===== config.mk =====
export PLATFORM = sky130hd
export DESIGN_NAME = calendar_date_normalizer_top
export DESIGN_NICKNAME = d
export VERILOG_FILES = /design/src/rtl/cdn_pkg.sv /design/src/rtl/cdn_ctrl.sv /design/src/rtl/cdn_dp.sv /design/src/rtl/calendar_date_normalizer_top.sv
export SDC_FILE = /design/constraint.sdc
export NUM_CORES = 1
export LEC_CHECK = 0
export ABC_AREA = 1
export BUFFER_PORTS_ARGS = -buffer_cell sky130_fd_sc_hd__buf_2
export CORE_MARGIN = 4
export CORE_UTILIZATION = 45
export CTS_CLUSTER_DIAMETER = 200
export CTS_CLUSTER_SIZE = 16
export DETAILED_ROUTE_END_ITERATION = 16
export PLACE_DENSITY = 0.71
export SETUP_SLACK_MARGIN = 0.4
export SYNTH_ARGS = -nofsm -noshare
export SYNTH_HDL_FRONTEND = slang
export SYNTH_HIERARCHICAL = 1
export SYNTH_SLANG_ARGS = --single-unit

===== constraint.sdc =====
create_clock -name clk -period 5.2 [get_ports clk]
set_input_delay 1.04 -clock clk [delete_from_list [all_inputs] [get_ports clk]]
set_output_delay 1.04 -clock clk [all_outputs]
set_load 0.005 [all_outputs]

===== src/rtl/cdn_pkg.sv =====
`default_nettype none
// ----------------------------------------------------------------------------
// cdn_pkg
// Shared types, constants and calendar helpers for the date normalizer.
// ----------------------------------------------------------------------------
package cdn_pkg;

  localparam int DEF_DAY_BITS  = 16;
  localparam int DEF_YEAR_BITS = 16;
  localparam int MONTH_BITS    = 9;
  localparam int YEAR_GUARD    = 24;
  localparam int CYCLE_DAYS    = 146097;
  localparam int CYCLE_YEARS   = 400;
  localparam int MONTHS        = 12;

  localparam logic [3:0] JANUARY  = 4'd0;
  localparam logic [3:0] FEBRUARY = 4'd1;
  localparam logic [3:0] DECEMBER = 4'd11;
  localparam logic [8:0] YMOD_MAX = 9'd399;

  typedef struct packed {
    logic load;
    logic mod_step;
    logic mod_fix;
    logic fold;
    logic cyc;
    logic back;
    logic fwd;
    logic store;
  } cdn_cmd_t;

  typedef struct packed {
    logic mon_out;
    logic day_far;
    logic day_neg;
    logic day_ge_len;
    logic out_busy;
  } cdn_sts_t;

  function automatic logic is_leap(input logic [8:0] ymod);
    is_leap = (ymod[1:0] == 2'd0) && (ymod != 9'd100) && (ymod != 9'd200)
              && (ymod != 9'd300);
  endfunction

  function automatic logic [4:0] month_len(input logic [3:0] mon, input logic leap);
    case (mon)
      FEBRUARY:                month_len = leap ? 5'd29 : 5'd28;
      4'd3, 4'd5, 4'd8, 4'd10: month_len = 5'd30;
      default:                 month_len = 5'd31;
    endcase
  endfunction

  function automatic logic [8:0] ymod_inc(input logic [8:0] ymod);
    ymod_inc = (ymod == YMOD_MAX) ? 9'd0 : ymod + 9'd1;
  endfunction

  function automatic logic [8:0] ymod_dec(input logic [8:0] ymod);
    ymod_dec = (ymod == 9'd0) ? YMOD_MAX : ymod - 9'd1;
  endfunction

endpackage
`default_nettype wire


===== src/rtl/cdn_ctrl.sv =====
`default_nettype none
// ----------------------------------------------------------------------------
// cdn_ctrl
// Sequencer: year residue, month fold, 400-year moves, month stepping.
// ----------------------------------------------------------------------------
module cdn_ctrl
  import cdn_pkg::*;
(
  input  wire logic     clk,
  input  wire logic     rst,
  input  wire logic     in_valid,
  output logic          in_ready,
  input  wire logic     out_ready,
  input  wire cdn_sts_t sts,
  output cdn_cmd_t      cmd
);

  localparam logic [2:0] S_IDLE = 3'd0;
  localparam logic [2:0] S_MOD  = 3'd1;
  localparam logic [2:0] S_FIX  = 3'd2;
  localparam logic [2:0] S_FOLD = 3'd3;
  localparam logic [2:0] S_CYC  = 3'd4;
  localparam logic [2:0] S_BACK = 3'd5;
  localparam logic [2:0] S_FWD  = 3'd6;
  localparam logic [2:0] S_FIN  = 3'd7;

  logic [2:0] state;
  logic [2:0] state_next;

  always_ff @(posedge clk) begin
    if (rst) begin
      state <= S_IDLE;
    end else begin
      state <= state_next;
    end
  end

  assign in_ready = (state == S_IDLE);

  always_comb begin
    cmd        = '0;
    state_next = state;
    unique case (state)
      S_IDLE: begin
        if (in_valid) begin
          cmd.load   = 1'b1;
          state_next = S_MOD;
        end
      end
      S_MOD: begin
        cmd.mod_step = 1'b1;
        state_next   = S_FIX;
      end
      S_FIX: begin
        cmd.mod_fix = 1'b1;
        state_next  = S_FOLD;
      end
      S_FOLD: begin
        if (sts.mon_out) cmd.fold = 1'b1;
        else state_next = S_CYC;
      end
      S_CYC: begin
        if (sts.day_far) cmd.cyc = 1'b1;
        else state_next = S_BACK;
      end
      S_BACK: begin
        if (sts.day_neg) cmd.back = 1'b1;
        else state_next = S_FWD;
      end
      S_FWD: begin
        if (sts.day_ge_len) cmd.fwd = 1'b1;
        else state_next = S_FIN;
      end
      S_FIN: begin
        if (!sts.out_busy || out_ready) begin
          cmd.store  = 1'b1;
          state_next = S_IDLE;
        end
      end
      default: state_next = S_IDLE;
    endcase
  end

endmodule
`default_nettype wire


===== src/rtl/cdn_dp.sv =====
`default_nettype none
// ----------------------------------------------------------------------------
// cdn_dp
// Datapath: day, month, wide year, year residue mod 400, output register.
// ----------------------------------------------------------------------------
module cdn_dp
  import cdn_pkg::*;
#(
  parameter int DAY_BITS  = DEF_DAY_BITS,
  parameter int YEAR_BITS = DEF_YEAR_BITS
) (
  input  wire logic                        clk,
  input  wire logic                        rst,
  input  wire cdn_cmd_t                    cmd,
  output cdn_sts_t                         sts,
  input  wire logic signed [DAY_BITS-1:0]  day_offset,
  input  wire logic signed [MONTH_BITS-1:0] month_offset,
  input  wire logic signed [YEAR_BITS-1:0] year_in,
  output logic                             out_valid,
  input  wire logic                        out_ready,
  output logic [4:0]                       day_out,
  output logic [3:0]                       month_out,
  output logic [YEAR_BITS-1:0]             year_out,
  output logic                             year_overflow
);

  localparam int DW = (DAY_BITS > 18) ? DAY_BITS + 1 : 20;
  localparam int YW = YEAR_BITS + YEAR_GUARD;
  localparam int QW = YEAR_BITS - 4;
  localparam int PW = QW + 33;
  localparam int XW = YEAR_BITS + 1;
  localparam logic signed [DW-1:0] CYC_D = DW'(CYCLE_DAYS);
  localparam logic signed [YW-1:0] CYC_Y = YW'(CYCLE_YEARS);
  localparam logic signed [YW-1:0] ONE_Y = YW'(1);
  localparam logic signed [MONTH_BITS-1:0] M12 = MONTH_BITS'(MONTHS);
  // ceil(2^33 / 25), exact quotient for dividends below 2^30
  localparam logic [PW-1:0] RCP25 = PW'(343597384);
  localparam logic [XW-1:0] D25   = XW'(25);

  logic signed [DW-1:0]         day;
  logic signed [MONTH_BITS-1:0] mon;
  logic signed [YW-1:0]         year;
  logic [8:0]                   ymod;
  logic [YEAR_BITS-1:0]         mag;
  logic                         yneg;
  logic [QW-1:0]                quo;

  logic [QW-1:0] mag_hi;
  logic [PW-1:0] prod;
  logic [XW-1:0] rem25;
  logic [8:0]    res;
  logic [3:0]  mon_lo;
  logic [3:0]  prev_mon;
  logic        wrap_back;
  logic [4:0]  len_back;
  logic [4:0]  len_cur;
  logic        mon_neg;
  logic        mon_big;
  logic        day_big;
  logic [YW-YEAR_BITS:0] year_hi;

  // |year| mod 400 = 16 * ((|year| >> 4) mod 25) + (|year| & 15)
  assign mag_hi    = mag[YEAR_BITS-1:4];
  assign prod      = PW'(mag_hi) * RCP25;
  assign rem25     = XW'(mag_hi) - XW'(quo) * D25;
  assign res       = {rem25[4:0], mag[3:0]};
  assign mon_lo    = mon[3:0];
  assign wrap_back = (mon_lo == JANUARY);
  assign prev_mon  = wrap_back ? DECEMBER : mon_lo - 4'd1;
  assign len_back  = month_len(prev_mon, is_leap(wrap_back ? ymod_dec(ymod) : ymod));
  assign len_cur   = month_len(mon_lo, is_leap(ymod));
  assign mon_neg   = mon[MONTH_BITS-1];
  assign mon_big   = !mon_neg && (mon >= M12);
  assign day_big   = (day >= CYC_D);
  assign year_hi   = year[YW-1:YEAR_BITS-1];

  always_comb begin
    sts            = '0;
    sts.mon_out    = mon_neg || mon_big;
    sts.day_far    = day_big || (day <= -CYC_D);
    sts.day_neg    = day[DW-1];
    sts.day_ge_len = (day >= $signed({{(DW-5){1'b0}}, len_cur}));
    sts.out_busy   = out_valid;
  end

  always_ff @(posedge clk) begin
    if (cmd.load) begin
      day  <= DW'(day_offset);
      mon  <= month_offset;
      year <= YW'(year_in);
      yneg <= year_in[YEAR_BITS-1];
      mag  <= year_in[YEAR_BITS-1] ? YEAR_BITS'(-year_in) : year_in;
      ymod <= 9'd0;
    end
    if (cmd.mod_step) begin
      quo <= prod[PW-1:33];
    end
    if (cmd.mod_fix) begin
      ymod <= (yneg && (res != 9'd0)) ? 9'd400 - res : res;
    end
    if (cmd.fold) begin
      if (mon_neg) begin
        mon  <= mon + M12;
        year <= year - ONE_Y;
        ymod <= ymod_dec(ymod);
      end else begin
        mon  <= mon - M12;
        year <= year + ONE_Y;
        ymod <= ymod_inc(ymod);
      end
    end
    if (cmd.cyc) begin
      if (day_big) begin
        day  <= day - CYC_D;
        year <= year + CYC_Y;
      end else begin
        day  <= day + CYC_D;
        year <= year - CYC_Y;
      end
    end
    if (cmd.back) begin
      mon <= MONTH_BITS'(prev_mon);
      day <= day + $signed({{(DW-5){1'b0}}, len_back});
      if (wrap_back) begin
        year <= year - ONE_Y;
        ymod <= ymod_dec(ymod);
      end
    end
    if (cmd.fwd) begin
      day <= day - $signed({{(DW-5){1'b0}}, len_cur});
      if (mon_lo == DECEMBER) begin
        mon  <= '0;
        year <= year + ONE_Y;
        ymod <= ymod_inc(ymod);
      end else begin
        mon <= MONTH_BITS'(mon_lo + 4'd1);
      end
    end
  end

  always_ff @(posedge clk) begin
    if (rst) begin
      out_valid <= 1'b0;
    end else if (cmd.store) begin
      out_valid <= 1'b1;
    end else if (out_ready) begin
      out_valid <= 1'b0;
    end
  end

  always_ff @(posedge clk) begin
    if (cmd.store) begin
      day_out       <= day[4:0];
      month_out     <= mon_lo;
      year_out      <= year[YEAR_BITS-1:0];
      year_overflow <= !((&year_hi) || !(|year_hi));
    end
  end

`ifndef NO_ASSERTIONS
  a_store_valid: assert property (@(posedge clk) disable iff (rst)
    cmd.store |=> out_valid)
    else $error("result register not valid after store");

  a_month_norm: assert property (@(posedge clk) disable iff (rst)
    (cmd.back || cmd.fwd || cmd.store) |-> (!mon_neg && !mon_big))
    else $error("month not folded before day stepping");

  a_ymod_range: assert property (@(posedge clk) disable iff (rst)
    (cmd.fold || cmd.back || cmd.fwd || cmd.store) |-> (ymod <= YMOD_MAX))
    else $error("year residue out of range");

  a_day_norm: assert property (@(posedge clk) disable iff (rst)
    cmd.store |-> (!day[DW-1] && (day < $signed({{(DW-5){1'b0}}, len_cur}))))
    else $error("day not normalized at store");
`endif

endmodule
`default_nettype wire


===== src/rtl/calendar_date_normalizer_top.sv =====
`default_nettype none
// ----------------------------------------------------------------------------
// calendar_date_normalizer_top
// Gregorian date normalizer with valid/ready input and result channels.
// ----------------------------------------------------------------------------
// Usage:
//   Input transfer: day_offset, month_offset, year_in when in_valid & in_ready.
//   Result transfer: day_out, month_out, year_out, year_overflow when
//   out_valid & out_ready. Exactly one result per input item.
//   One item is processed at a time; in_ready is high only while idle.
//   Steps per item, in order:
//     load, year / 25 by reciprocal multiply, year mod 400 with sign fix,
//     month fold steps (at most 22), 400-year moves (one per 146097 days),
//     month stepping (up to about 1080 months at 16-bit day offsets),
//     an exit from each of the fold, 400-year, back and forward states, store.
//   The month stepping loop, one month per cycle, dominates the processing time.
//   The result sits in an output register, so the next item is accepted while
//   it waits; a stalled receiver only delays the store of the following item.
//   Reset (rst, synchronous) returns the sequencer to idle and drops out_valid.
// ----------------------------------------------------------------------------
module calendar_date_normalizer_top
  import cdn_pkg::*;
#(
  parameter int DAY_BITS  = DEF_DAY_BITS,
  parameter int YEAR_BITS = DEF_YEAR_BITS
) (
  input  wire logic                         clk,
  input  wire logic                         rst,
  input  wire logic                         in_valid,
  output logic                              in_ready,
  input  wire logic signed [DAY_BITS-1:0]   day_offset,
  input  wire logic signed [MONTH_BITS-1:0] month_offset,
  input  wire logic signed [YEAR_BITS-1:0]  year_in,
  output logic                              out_valid,
  input  wire logic                         out_ready,
  output logic [4:0]                        day_out,
  output logic [3:0]                        month_out,
  output logic signed [YEAR_BITS-1:0]       year_out,
  output logic                              year_overflow
);

  cdn_cmd_t cmd;
  cdn_sts_t sts;

  cdn_ctrl u_ctrl (
    .clk       (clk),
    .rst       (rst),
    .in_valid  (in_valid),
    .in_ready  (in_ready),
    .out_ready (out_ready),
    .sts       (sts),
    .cmd       (cmd)
  );

  cdn_dp #(
    .DAY_BITS  (DAY_BITS),
    .YEAR_BITS (YEAR_BITS)
  ) u_dp (
    .clk           (clk),
    .rst           (rst),
    .cmd           (cmd),
    .sts           (sts),
    .day_offset    (day_offset),
    .month_offset  (month_offset),
    .year_in       (year_in),
    .out_valid     (out_valid),
    .out_ready     (out_ready),
    .day_out       (day_out),
    .month_out     (month_out),
    .year_out      (year_out),
    .year_overflow (year_overflow)
  );

endmodule
`default_nettype wire

==> impl_metrics.csv, run 1 <==
group,metric,value,unit
final_layout,final_layout_size_suffix_gt1_share,9.57,%
place,post-dp-hpwl,55900,um
sta,fin_crit_sh,90.3,%
die,fp.coreArea,45500,um2
critical_path,timing.setup.critical_path_class,"reg -> reg",
worst_hold_path,min_path_cells,2,
critical_path,crit_path_launch,"u_dp/mag[12]",
logic_synthesis,number_of_register_bits_inferred_by_synthesis,130,
cts,cts-hold-fix-buffers,0,
critical_path,critical_path.most_common_cell,"fa_1",
cts,numCtsBuffers,17,
critical_path,setup.worst_path.start_class,"register",
sta,rsz0062_at_grt,"true",
critical_path,timing.critical_path.cells,"buf_4 -> fa_1 -> inv_1 -> fa_1 -> inv_1 -> fa_1 -> fa_2 -> fa_2 -> ha_4 -> a21oi_2 -> o21ai_0 -> nand4_1 -> o211ai_1 -> a21oi_1 -> o21a_1 -> nand3_1 -> nand2_1",
die,die-area,49700,um2
critical_path,regToRegStartpoint,"u_dp/mag[12]",
global_route,grt_max_degree,64,
critical_path,timing.critical_path.depth,17,
sta,setup-violations-final,0,
cts,tritoncts_num_sinks,130,
cts,cts_max_path_buffers,2,
route,drt.antenna.violating_nets,0,
logic_synthesis,asyncSetResetFlopFracSynth,0,%
route,firstDrtPassIters,6,
cts,worst_setup_hold_path_clk_slew,70,ps
worst_hold_path,holdCritStartpoint,"u_dp/out_valid",
sta,drv_slew,0,
critical_path,worst-r2r-cell-count,17,
global_route,gr-total-overflow,0,
logic_synthesis,ys_types,65,
cts,h-tree-depth,4,
die,die-height,223,um
sta,accumulated_negative_setup_slack,0,ps
logic_synthesis,netlist_area_before_placement,20800,um2
sta,fmax,0.213,GHz
logic_synthesis,yosys_warnings,6,
global_route,first_global_vias,21100,
route,routed-via-count,22400,
die,design.portCount,73,
cts,clock-root-buffer,"clkbuf_16",
critical_path,crit_required,5410,ps
route,routed_wire_length_per_instance,18.4,um
global_route,globalRouteTotalUtil,29.0,%
final_layout,area_growth_syn_to_layout,9.46,%
critical_path,max_stage_delay,560,ps
logic_synthesis,nets_in_the_synthesized_netlist,3653,
place,port_buffers,72,
sta,tightest_slew,1070,ps
logic_synthesis,synthesis.area_per_instance,6.20,um2
global_route,number_of_antenna_violations_at_the_first_check_in_global_routing,2,
global_route,first_pass_grt_wire_length,116000,um
cts,worst_skew_pair.late_latency,460,ps
route,route.detailed.drc,0,
critical_path,endpoint_kind,"register",
outcome,run_status,"completed",
die,start_util,45.7,%
cts,tritoncts,"built",
logic_synthesis,synth_enable_flop_cells,77,
die,floorplan.die.width,223,um
sta,timing.max_slew.rel_slack,28.6,%
critical_path,path_delay_family,"adder cells",
route,route.detailed.vias_per_inst,5.61,
logic_synthesis,dominantRegCellSynth,"edfxtp_1",
critical_path,cp_num_buf_inv,3,
final_layout,nNetsFinal,3684,
place,routabilityCongestion,1.02,
die,rows,78,
critical_path,cp_slowest_cell,"fa_2",
logic_synthesis,synthCells,3353,
worst_hold_path,holdCritPathClass,"reg -> reg",
sta,final.min_clock_period,4700,ps
route,drt_wl_total,73500,um
sta,worst_clock_skew,13.3,ps
logic_synthesis,synth.yosys.seq_area_share,16.2,%
flow_run,max_cap_viol_count,0,
route,drtIter0Drc,2497,
critical_path,crit_fanout,3,
critical_path,arrival,4900,ps
sta,timing_hold_violations_final,0,
==> per-layer routing <==
metal / share of wire [%] / up-vias / GRT usage (%) / routed length, um
li1: - / 10900 / - / -
met1: 42 / 10300 / 39.4 / 31000
met2: 44 / 1042 / 45.6 / 32500
met3: 10 / 169 / 6.11 / 7390
met4: 3.5 / 2 / 10.4 / 2560
met5: 0.014 / - / 0 / 10
==> cell type report <==
| class | instances | area (um2) |
|---|---|---|
| diodes | 1 | 2.50 |
| clock inverters | 12 | 116 |
| multi-input cells | 2652 | 15400 |
| well taps | 600 | 751 |
| flip-flops and latches | 130 | 3380 |
| inverters | 452 | 1720 |
| repair buffers | 131 | 875 |
| fillers | 4731 | 22700 |
| clock buffers | 20 | 478 |
==> path summary, 6_finish.rpt <==
check                        end  slack, ps
setup / recovery     u_dp/quo[3]        500
hold / removal    u_dp/out_valid        520
setup reg to reg     u_dp/quo[3]        500
hold reg to reg   u_dp/out_valid        520
==> metrics by stage <==
| stage | hold slack (ps) | cells | instance area [um2] | worst slack (ps) | util, % |
|---|---|---|---|---|---|
| after floorplan | 409 | 3353 | 20800 | 540 | - |
| after global placement | 495 | 3946 | 21700 | 336 | 47.6 |
| after detailed placement | 505 | 3946 | 21700 | 257 | 47.6 |
| after CTS | 522 | 3986 | 22400 | 370 | 49.2 |
| after global routing | 551 | 3997 | 22700 | 287 | 50.0 |
| final | 516 | 3998 | 22700 | 503 | 50.0 |
==> worst reg2reg max path, cell delays in order, from the launching register on <==
cell and delay (ps):
edfxtp_1 450, buf_4 180, fa_1 520, inv_1 60, fa_1 470, inv_1 60
fa_1 500, fa_2 560, fa_2 460, ha_4 300, a21oi_2 50, o21ai_0 180
nand4_1 130, o211ai_1 140, a21oi_1 70, o21a_1 200, nand3_1 80, nand2_1 60
==> kinds of logic (layout without fill, tap and decap cells) <==
family / count (synthesis) / count (layout) / synth area share [%]
xor gates and xnor gates: 98 / 98 / 4.20
other: 0 / 1 / 0
AOI/OAI and AO/OA: 482 / 482 / 13.1
DFF: 130 / 130 / 16.2
adders and majority gates: 255 / 255 / 18.3
and+or+nand+nor: 1817 / 1817 / 37.1
buffers and inverters: 571 / 615 / 11.0
==> cell usage in the layout, fill, tap and decap left out, drive strengths merged, types with 77 or more instances in the layout <==
| cell | instances |
|---|---|
| fa | 82 |
| nand3 | 290 |
| xor2 | 82 |
| a21oi | 190 |
| inv | 451 |
| buf | 130 |
| nor2 | 414 |
| ha | 173 |
| nand2 | 1004 |
| o21ai | 178 |
| edfxtp | 77 |
==> state kept, by name (all words and copies together) (netlist names) <==
register / cells
u_dp/month_out: 4
u_dp/year: 40
u_dp/mag: 16
u_dp/mon: 9
u_dp/day_out: 5
u_dp/quo: 5
u_dp/ymod: 9
u_dp/year_out: 16
u_dp/out_valid: 1
u_dp/year_overflow: 1
u_ctrl/state: 3
u_dp/day: 20
u_dp/yneg: 1
==> synth_stat cells, types with 4 or more instances <==
| cell type | count | area, um2 |
|---|---|---|
| xor2_1 | 81 | 709 |
| o22ai_1 | 4 | 25.0 |
| nand3_1 | 289 | 1450 |
| o21a_1 | 4 | 30.0 |
| o211ai_1 | 34 | 255 |
| o21ai_0 | 155 | 776 |
| nor2_4 | 13 | 146 |
| nor2_2 | 29 | 181 |
| nand4_1 | 48 | 300 |
| xnor2_1 | 15 | 131 |
| nand2_1 | 985 | 3700 |
| buf_6 | 5 | 56.3 |
| inv_1 | 418 | 1570 |
| a221oi_1 | 8 | 70.1 |
| clkinv_1 | 7 | 26.3 |
| o21ai_1 | 23 | 115 |
| dfxtp_1 | 53 | 1060 |
| buf_2 | 43 | 215 |
| nand3b_1 | 8 | 60.1 |
| buf_4 | 14 | 105 |
| o221ai_1 | 7 | 61.3 |
| a21oi_1 | 189 | 946 |
| ha_1 | 173 | 2160 |
| inv_2 | 26 | 97.6 |
| a31oi_1 | 16 | 100 |
| nor2_1 | 371 | 1390 |
| fa_1 | 82 | 1640 |
| nor4_1 | 10 | 62.6 |
| buf_1 | 10 | 37.5 |
| or2_2 | 5 | 31.3 |
| o21bai_1 | 18 | 135 |
| edfxtp_1 | 77 | 2310 |
| clkbuf_2 | 5 | 25.0 |
| nor3_1 | 30 | 150 |
| nand2_2 | 16 | 100 |
| a21o_1 | 4 | 30.0 |
| clkbuf_1 | 42 | 158 |
==> timing repair <==
item / in CTS / in global routing
setup buffers: 8 / 10
gates cloned: 0 / 1
setup endpoints to repair: 15 / 109
pin swaps: 13 / 26
gates resized for setup: 9 / 66
Power of run 1 is left out: the tool's default activity adds up to more than one toggle a clock period on the data nets, which glitch-free logic cannot reach.
==> inputs of run 2 (changes only) <==
--- a/config.mk
+++ b/config.mk
@@ -9,6 +9,7 @@
 export BUFFER_PORTS_ARGS = -buffer_cell sky130_fd_sc_hd__buf_2
 export CORE_MARGIN = 4
 export CORE_UTILIZATION = 45
+export CTS_BUF_LIST = sky130_fd_sc_hd__clkbuf_4 sky130_fd_sc_hd__clkbuf_8
 export CTS_CLUSTER_DIAMETER = 200
 export CTS_CLUSTER_SIZE = 16
 export DETAILED_ROUTE_END_ITERATION = 16
==> impl_metrics.csv, run 2 (same netlist as run 1, synthesis figures left out) <==
group,metric,value,unit
outcome,run_status,"completed",
sta,setup-violations-final,0,
worst_hold_path,holdCritPathClass,"reg -> reg",
critical_path,regToRegStartpoint,"u_dp/mag[12]",
route,routed-via-count,22400,
route,route.detailed.vias_per_inst,5.61,
global_route,first_pass_grt_wire_length,115000,um
die,design.portCount,73,
cts,h-tree-depth,4,
critical_path,crit_fanout,3,
die,floorplan.die.width,223,um
sta,accumulated_negative_setup_slack,0,ps
die,die-area,49700,um2
critical_path,max_stage_delay,620,ps
sta,final.min_clock_period,4710,ps
global_route,globalRouteTotalUtil,28.8,%
sta,drv_slew,0,
sta,worst_clock_skew,20.5,ps
cts,cts_max_path_buffers,2,
critical_path,timing.setup.critical_path_class,"reg -> reg",
critical_path,cp_slowest_cell,"fa_2",
final_layout,top_regs,"u_dp/year x40, u_dp/day x20",
cts,worst_skew_pair.late_latency,510,ps
flow_run,max_cap_viol_count,0,
sta,fmax,0.212,GHz
global_route,first_global_vias,21000,
final_layout,nNetsFinal,3684,
route,routed_wire_length_per_instance,18.3,um
place,port_buffers,72,
route,drt.antenna.violating_nets,0,
cts,tritoncts,"built",
route,drtIter0Drc,2622,
cts,numCtsBuffers,17,
critical_path,crit_required,5460,ps
critical_path,endpoint_kind,"register",
sta,timing.max_slew.rel_slack,27.9,%
route,firstDrtPassIters,6,
critical_path,critical_path.most_common_cell,"fa_1",
sta,tightest_slew,1080,ps
sta,rsz0062_at_grt,"true",
die,rows,78,
final_layout,largest_reg_flops,40,
final_layout,final_layout_size_suffix_gt1_share,9.51,%
critical_path,cp_num_buf_inv,3,
final_layout,most_common_library_cell_in_the_layout_ignoring_fill_and_taps,"nand2_1",
cts,worst_setup_hold_path_clk_slew,90,ps
critical_path,crit_path_launch,"u_dp/mag[12]",
route,route.detailed.drc,0,
final_layout,postLayoutCellArea,22600,um2
die,fp.coreArea,45500,um2
die,start_util,45.7,%
cts,tritoncts_num_sinks,130,
place,routabilityCongestion,1.02,
cts,clock-root-buffer,"clkbuf_8",
route,drt_wl_total,73300,um
final_layout,area_growth_syn_to_layout,8.56,%
global_route,gr-total-overflow,0,
global_route,grt_max_degree,64,
global_route,number_of_antenna_violations_at_the_first_check_in_global_routing,2,
final_layout,max_flop_register,"u_dp/year",
worst_hold_path,holdCritStartpoint,"u_dp/out_valid",
sta,fin_crit_sh,90.6,%
final_layout,highest_count_cells_in_the_layout_ignoring_fill_and_taps,"980 x nand2_1, 410 x inv_1, 364 x nor2_1",
critical_path,timing.critical_path.cells,"buf_4 -> fa_1 -> inv_1 -> fa_1 -> inv_1 -> fa_1 -> fa_1 -> fa_2 -> ha_4 -> a21oi_1 -> o21ai_0 -> nand4_1 -> o211ai_1 -> a21oi_1 -> o21a_1 -> nand2_1 -> nand2_1 -> nand2_1",
die,die-height,223,um
critical_path,path_delay_family,"adder cells",
place,placedInstanceArea,21700,um2
final_layout,utilization,49.6,%
critical_path,arrival,4970,ps
place,post-dp-hpwl,55900,um
sta,timing_hold_violations_final,0,
critical_path,setup.worst_path.start_class,"register",
==> run 2: cell count changes in the layout (fill, tap and decap cells not counted), sizes merged <==
cell	change
bufinv	+1
clkbuf	-1
==> run 2: cell type report <==
cell class                      count  area [um2]
Fill cell                        4750       22900
Multi-Input combinational cell   2652       15400
Sequential cell                   130        3380
Inverter                          452        1720
Timing Repair Buffer              131         875
Tap cell                          600         751
Clock buffer                       19         262
Clock inverter                     13         146
Antenna cell                        1        2.50
==> run 2: worst paths after layout <==
kind | cells past startpoint | slack, ps | endpoint
max | 18 | 490 | u_dp/quo[3]
min | 2 | 520 | u_dp/out_valid
max reg2reg | 18 | 490 | u_dp/quo[3]
min reg2reg | 2 | 520 | u_dp/out_valid
==> run 2: per-layer routing <==
| metal | track usage [%] | routed length [um] | up-vias |
|---|---|---|---|
| met5 | 0 | 13 | - |
| met4 | 10.7 | 3010 | 2 |
| met3 | 7.26 | 7730 | 199 |
| met2 | 45.1 | 31900 | 1095 |
| met1 | 38.7 | 30600 | 10200 |
| li1 | - | - | 10900 |
==> run 2: through the flow <==
step	hold slack (ps)	cells	setup WS, ps
5_1_grt	558	3997	299
3_3_place_gp	495	3946	336
6_report	522	3998	488
4_1_cts	529	3986	368
2_1_floorplan	409	3353	540
3_5_place_dp	505	3946	257
==> run 2: tightest hold or removal path, delay by kind of cell, from the launching register on <==
kind	cells	cell delay, ps
flops	1	350
compound gates	1	70
simple gates	1	70
==> run 2: repair_timing <==
| action | in CTS | in global routing |
|---|---|---|
| endpoints found under the setup margin | 15 | 109 |
| cloned | 0 | 1 |
| hold buffers | 0 | 0 |
| resized for setup | 9 | 65 |
| setup buffers | 8 | 10 |
| pin swaps | 13 | 22 |
Power of run 2 is left out for the same reason.
